File: config.mk
export PLATFORM = sky130hd
export DESIGN_NAME = bitmap_index_set_decoder
export DESIGN_NICKNAME = d
export VERILOG_FILES = /design/src/hw/rtl/bisd_pkg.sv /design/src/hw/rtl/bitmap_index_set_decoder.sv
export SDC_FILE = /design/constraint.sdc
export NUM_CORES = 1
export LEC_CHECK = 0
export ABC_AREA = 1
export BUFFER_PORTS_ARGS = -buffer_cell sky130_fd_sc_hd__buf_2
export CAP_MARGIN = 20
export CORE_MARGIN = 2
export CORE_UTILIZATION = 61
export DETAILED_ROUTE_END_ITERATION = 10
export PLACE_DENSITY_LB_ADDON = 0.1
export REMOVE_ABC_BUFFERS = 1
export SETUP_SLACK_MARGIN = 0.05
export SLEW_MARGIN = 20
export SYNTH_ARGS = -nofsm -noshare
export SYNTH_HDL_FRONTEND = slang
export SYNTH_SLANG_ARGS = --single-unit
File: constraint.sdc
create_clock -name clock -period 6.1 [get_ports clock]
set_clock_uncertainty 0.2 [all_clocks]
set_input_delay 0.915 -clock clock [delete_from_list [all_inputs] [get_ports clock]]
set_output_delay 0.915 -clock clock [all_outputs]
set_load 0.02 [all_outputs]
File: src/hw/rtl/bisd_pkg.sv
package bisd_pkg;

   localparam int WordWidth  = 64;
   localparam int IndexWidth = 32;
   localparam int CountWidth = 31;

   localparam logic [CountWidth-1:0] MaxValuesReset = {CountWidth{1'b1}};
   localparam logic [IndexWidth-1:0] WordStride     = IndexWidth'(WordWidth);

   typedef enum logic [1:0] {
      ST_INDEX     = 2'd0,
      ST_NO_MARK   = 2'd1,
      ST_CAPACITY  = 2'd2,
      ST_FRAME_END = 2'd3
   } status_type;

   typedef enum logic [1:0] {
      S_IDLE = 2'b01,
      S_SCAN = 2'b10
   } state_type;

endpackage

File: src/hw/rtl/bitmap_index_set_decoder.sv
// Bitmap index-set decoder.
// req_* carries one 64-bit frame word per beat: a header (count and bitmap mark
// in the low half, base index in the high half), then the bitmap words.
// rsp_* returns one decoded index per beat with last and a status code; an
// error or an empty final word gives a single beat with index 0.
// csr_wr_en/csr_wr_data set max_values, the per-frame index limit; write it
// only while the block is idle.
// A header or an empty final bitmap word produces its beat in rsp_* in the
// cycle after it is accepted; other empty bitmap words give no beat. A nonzero
// bitmap word is scanned one bit per cycle by a shift register and one shared
// 32-bit adder, holding at a set bit while the output register is busy; the
// next word can be taken once the highest set bit has been emitted. req_ready
// stays low while scanning. One index can leave per cycle if rsp_ready is high.
// A single output register sits on rsp_*; when the receiver stalls, the scan
// holds at the next set bit and no new word is taken until the beat drains.
// Reset (synchronous, active high) returns to expecting a header, clears the
// output valid and sets max_values to its maximum.
module bitmap_index_set_decoder
   import bisd_pkg::*;
(
   input  logic                  clock,
   input  logic                  reset,
   input  logic                  req_valid,
   output logic                  req_ready,
   input  logic [WordWidth-1:0]  req_word,
   output logic                  rsp_valid,
   input  logic                  rsp_ready,
   output logic [IndexWidth-1:0] rsp_index,
   output logic                  rsp_last,
   output logic [1:0]            rsp_status,
   input  logic                  csr_wr_en,
   input  logic [CountWidth-1:0] csr_wr_data
);

   state_type               state_ff, state_in;
   logic                    in_bitmap_ff, in_bitmap_in;
   logic [CountWidth-1:0]   words_left_ff, words_left_in;
   logic [CountWidth-1:0]   count_ff, count_in;
   logic                    aborted_ff, aborted_in;
   logic [CountWidth-1:0]   max_ff;
   logic [IndexWidth-1:0]   wbase_ff, wbase_in;
   logic [IndexWidth-1:0]   idx_ff, idx_in;
   logic [WordWidth-1:0]    shift_ff, shift_in;
   logic                    final_ff, final_in;
   logic                    rsp_valid_ff;
   logic [IndexWidth-1:0]   rsp_index_ff;
   logic                    rsp_last_ff;
   status_type              rsp_status_ff;

   logic                    out_free, accept, is_final, load;
   logic [IndexWidth-1:0]   ld_index;
   logic                    ld_last;
   status_type              ld_status;
   logic [IndexWidth-1:0]   add_a, add_b, add_sum;

   assign out_free  = !rsp_valid_ff || rsp_ready;
   assign req_ready = (state_ff == S_IDLE) && out_free;
   assign accept    = req_valid && req_ready;
   assign is_final  = (words_left_ff <= CountWidth'(1));
   assign add_sum   = add_a + add_b;

   always_comb begin
      state_in     = state_ff;
      in_bitmap_in = in_bitmap_ff;
      words_left_in = words_left_ff;
      count_in     = count_ff;
      aborted_in   = aborted_ff;
      wbase_in     = wbase_ff;
      idx_in       = idx_ff;
      shift_in     = shift_ff;
      final_in     = final_ff;
      load         = 1'b0;
      ld_index     = '0;
      ld_last      = 1'b0;
      ld_status    = ST_INDEX;
      add_a        = idx_ff;
      add_b        = IndexWidth'(1);
      unique case (state_ff)
         S_IDLE: begin
            if (accept) begin
               if (!in_bitmap_ff) begin
                  load    = 1'b1;
                  ld_last = 1'b1;
                  if (!req_word[31]) begin
                     ld_status = ST_NO_MARK;
                  end else begin
                     words_left_in = req_word[CountWidth-1:0];
                     in_bitmap_in  = (req_word[CountWidth-1:0] != '0);
                     add_a         = req_word[WordWidth-1:IndexWidth];
                     wbase_in      = add_sum;   // first bitmap index is base + 1
                     count_in      = '0;
                     aborted_in    = 1'b0;
                     if (max_ff == '0) begin
                        ld_status  = ST_CAPACITY;
                        aborted_in = 1'b1;
                     end else begin
                        ld_index = req_word[WordWidth-1:IndexWidth];
                        ld_last  = (req_word[CountWidth-1:0] == '0);
                        count_in = CountWidth'(1);
                     end
                  end
               end else begin
                  words_left_in = is_final ? '0 : words_left_ff - CountWidth'(1);
                  in_bitmap_in  = !is_final;
                  add_a         = wbase_ff;
                  add_b         = WordStride;
                  wbase_in      = add_sum;
                  idx_in        = wbase_ff;
                  if (!aborted_ff) begin
                     if (req_word == '0) begin
                        if (is_final) begin
                           load      = 1'b1;
                           ld_last   = 1'b1;
                           ld_status = ST_FRAME_END;
                        end
                     end else begin
                        shift_in = req_word;
                        final_in = is_final;
                        state_in = S_SCAN;
                     end
                  end
               end
            end
         end
         S_SCAN: begin
            // shift_ff is never zero here, so a clear bit 0 means more bits follow
            if (!shift_ff[0]) begin
               shift_in = shift_ff >> 1;
               idx_in   = add_sum;
            end else if (out_free) begin
               load = 1'b1;
               if (count_ff >= max_ff) begin
                  ld_last    = 1'b1;
                  ld_status  = ST_CAPACITY;
                  aborted_in = 1'b1;
                  state_in   = S_IDLE;
               end else begin
                  ld_index = idx_ff;
                  ld_last  = final_ff && (shift_ff[WordWidth-1:1] == '0);
                  count_in = count_ff + CountWidth'(1);
                  shift_in = shift_ff >> 1;
                  idx_in   = add_sum;
                  if (shift_ff[WordWidth-1:1] == '0) begin
                     state_in = S_IDLE;
                  end
               end
            end
         end
         default: begin
            state_in = S_IDLE;
         end
      endcase
   end

   always_ff @(posedge clock) begin
      if (reset) begin
         state_ff      <= S_IDLE;
         in_bitmap_ff  <= 1'b0;
         words_left_ff <= '0;
         count_ff      <= '0;
         aborted_ff    <= 1'b0;
         max_ff        <= MaxValuesReset;
         rsp_valid_ff  <= 1'b0;
      end else begin
         state_ff      <= state_in;
         in_bitmap_ff  <= in_bitmap_in;
         words_left_ff <= words_left_in;
         count_ff      <= count_in;
         aborted_ff    <= aborted_in;
         if (csr_wr_en) begin
            max_ff <= csr_wr_data;
         end
         if (load) begin
            rsp_valid_ff <= 1'b1;
         end else if (rsp_ready) begin
            rsp_valid_ff <= 1'b0;
         end
      end
   end

   always_ff @(posedge clock) begin
      wbase_ff <= wbase_in;
      idx_ff   <= idx_in;
      shift_ff <= shift_in;
      final_ff <= final_in;
      if (load) begin
         rsp_index_ff  <= ld_index;
         rsp_last_ff   <= ld_last;
         rsp_status_ff <= ld_status;
      end
   end

   assign rsp_valid  = rsp_valid_ff;
   assign rsp_index  = rsp_index_ff;
   assign rsp_last   = rsp_last_ff;
   assign rsp_status = rsp_status_ff;

endmodule

==> results.toml <==
[outcome]
status = "finished clean"

[floorplan]
num_rows = 59
start_util_pct = 61.6
core_area_um2 = 25800
fp.dieW_um = 165
fp.dieH_um = 165
die-area_um2 = 27300
ios = 137

[synth]
synthMuxAreaShare_pct = 0
avgSynthCellArea_um2 = 7.42
ys_ff_latch = 262
synth_xor_area_share_pct = 3.30
yosysSeqAreaShare_pct = 43.4
synthAdderAreaFrac_pct = 3.08
synth_top_family_by_area = "simple AND/OR/NAND/NOR gates"
yosysUniqueCellTypes = 49
synth_compound_area_share_pct = 11.8
yosys_warnings = 0
syn_inst = 2138
synth-simple-area-share_pct = 30.1
async_flop_share_pct = 0
syn_area_um2 = 15900
synth-edff-count = 164
ys.flop_type = "edfxtp_1"

[sta]
max_freq_mhz = 231
finalSetupViolCount = 0
maxSlewHeadroom_pct = 32.6
worstMarginPinSlew_ns = 1.00
slew_violations = 0
fin_crit_ns = 4.33
post-route-period-util_pct = 71.0
final-hold-violation-count = 0
fin_setup_tns_ns = 0
grt_setup_unrepaired = "no"
fin_hold_ws_ns = 0.286

[global_route]
antenna_found_initial = 1
grt_pass1_vias = 13151
grt_max_degree = 76
grt_pass1_wl_mm = 68.0
groute.usage.overall_pct = 31.4
grt_overflow = 0

[clock_tree]
h-tree-depth = 1
post-cts-setup-buffers = 0
ctsResizeCount = 0
clk_pin_slew_ns = 0.06
cts_root_buf = "clkbuf_16"
clkSinkCount = 262
cts_tree = "done"
cts_buffers = 29
clk_latency_ns = 0.56
hold_buffers = 0
cts_buffer_depth = 3

[detailed_routing]
wl_mm = 43.4
first_pass_iters = 6
final_antenna_net_count = 0
drc = 0
vias = 14691
wire_per_inst_um = 16.8
drtIter0Drc = 1584
via_per_inst = 5.69

[pwr]
power_density_nw_per_um2 = 431
leakage_uw = 0.00761
peakVddDrop_v = 0.000290
totalPowerFinal_uw = 7610

[placement]
gp_congestion = 0.891
dp_hpwl_mm = 29.6
port_buffers = 136

[final_layout]
area_delta_synth_final_pct = 11.2
mostFrequentLayoutCell = "nand2_1"
fin_nets = 2362
layout_common_cells = "nand2_1 (597), inv_1 (217), nor2_1 (198)"
drive_above_1_share_pct = 12.0

[critical_path]
path_common_cell = "nand3_1"
crit_required_ns = 6.18
crit_arrival_ns = 4.41
endpoint_kind = "flip-flop"
crit_path_cell_trace = "nor2_1 > inv_2 > nand4_4 > inv_2 > o22ai_1 > a21oi_1 > ha_1 > ha_1 > nand3_1 > nor2_2 > nand2_2 > o21ai_4 > nand3_1 > nand3_1 > o21ai_0"
cp-start-kind = "flip-flop"
worstSetupStartpoint = "in_bitmap_ff$_SDFFE_PP0P_"
r2r-start = "in_bitmap_ff$_SDFFE_PP0P_"
critPathMaxFanout = 37
slowest_stage = "dfxtp_1"
crit_type = "flip-flop to flip-flop"
rr_worst_depth = 15
max_stage_delay_ns = 0.89

[run]
max_cap_violations = 0

[worst_hold_path]
hold_start = "max_ff[3]$_SDFFE_PP1P_"
hp-class = "flip-flop to flip-flop"
holdPathStages = 2
==> worst max-delay path: cells and delay by family, from the launching register on <==
| family | cells | cell delay, ns |
|---|---|---|
| flip-flops | 1 | 0.89 |
| adder cells (fa/ha/maj) | 2 | 0.36 |
| buffers and inverters | 2 | 0.56 |
| AO/OA/AOI/OAI | 4 | 0.71 |
| AND/OR/NAND/NOR | 7 | 1.31 |
==> layout make-up <==
type,count,area (um^2)
clock inverter,13,125
tap,335,419
clock buffer,40,881
fill,2192,8120
sequential,262,6890
inverter,224,846
multi-input combinational,1557,7690
antenna,1,2.50
timing repair buffer,149,791
==> path summary, 6_finish.rpt <==
check                                end  slack (ns)
setup / recovery    idx_ff[18]$_DFFE_PP_        1.77
hold / removal    max_ff[3]$_SDFFE_PP1P_        0.29
setup reg to reg    idx_ff[18]$_DFFE_PP_        1.77
hold reg to reg   max_ff[3]$_SDFFE_PP1P_        0.29
==> synth_stat cells (3+ instances only) <==
library cell / count / share of area [%]
xor2_1: 28 / 1.5
a211oi_1: 4 / 0.19
a21oi_1: 172 / 5.4
o21a_1: 6 / 0.28
ha_1: 39 / 3.1
nand3_2: 4 / 0.25
nand4_1: 38 / 1.5
clkbuf_1: 53 / 1.3
buf_1: 6 / 0.14
buf_2: 23 / 0.73
xnor2_1: 28 / 1.5
inv_2: 3 / 0.071
o21ai_1: 5 / 0.16
nor2_2: 8 / 0.32
o21ai_0: 146 / 4.6
or2_2: 21 / 0.83
edfxtp_1: 164 / 31
nand2_2: 13 / 0.51
nand3b_1: 7 / 0.33
inv_1: 219 / 5.2
o22ai_1: 5 / 0.20
nor3_1: 25 / 0.79
buf_4: 3 / 0.14
nor2_1: 202 / 4.8
buf_6: 10 / 0.71
dfxtp_1: 98 / 12
nor4_1: 21 / 0.83
nand2_1: 598 / 14
nand2_4: 3 / 0.21
nand3_1: 153 / 4.8
and2_1: 9 / 0.35
==> per-layer routing <==
layer	track usage [%]	up-vias	wire, um
met5	0	-	0
met4	9.17	0	1090
met3	4.72	67	3610
met2	48.3	643	18900
met1	45.9	6761	19800
li1	-	7220	-
==> sequential cells by signal, indices dropped and copies added, names as in the netlist <==
name	cells
rsp_last	1
idx_ff	32
aborted_ff	1
wbase_ff	32
count_ff	31
max_ff	31
shift_ff	64
rsp_index	32
final_ff	1
state_ff	2
rsp_valid	1
in_bitmap_ff	1
words_left_ff	31
rsp_status	2
==> cell families after synthesis <==
family | Yosys count
DFF | 262
AOI/OAI and AO/OA | 352
buffers and inverters | 319
and+or+nand+nor | 1108
xor gates and xnor gates | 58
adders and majority gates | 39
==> per-stage QoR <==
step / cell area, um^2 / utilization [%] / setup slack (ns) / instances
4_1_cts: 17600 / 68.5 / 1.80 / 2580
3_5_place_dp: 16600 / 64.6 / 1.71 / 2527
2_1_floorplan: 15400 / - / -0.682 / 2043
5_1_grt: 17600 / 68.5 / 1.49 / 2580
3_3_place_gp: 16600 / 64.6 / 1.89 / 2527
6_report: 17600 / 68.5 / 1.77 / 2581
==> power by group <==
part,total [uW],internal [uW],switching (uW)
logic,2920,804,2110
clock network,1840,1090,743
registers,2850,2570,279
Power figures use the tool's default switching activity.
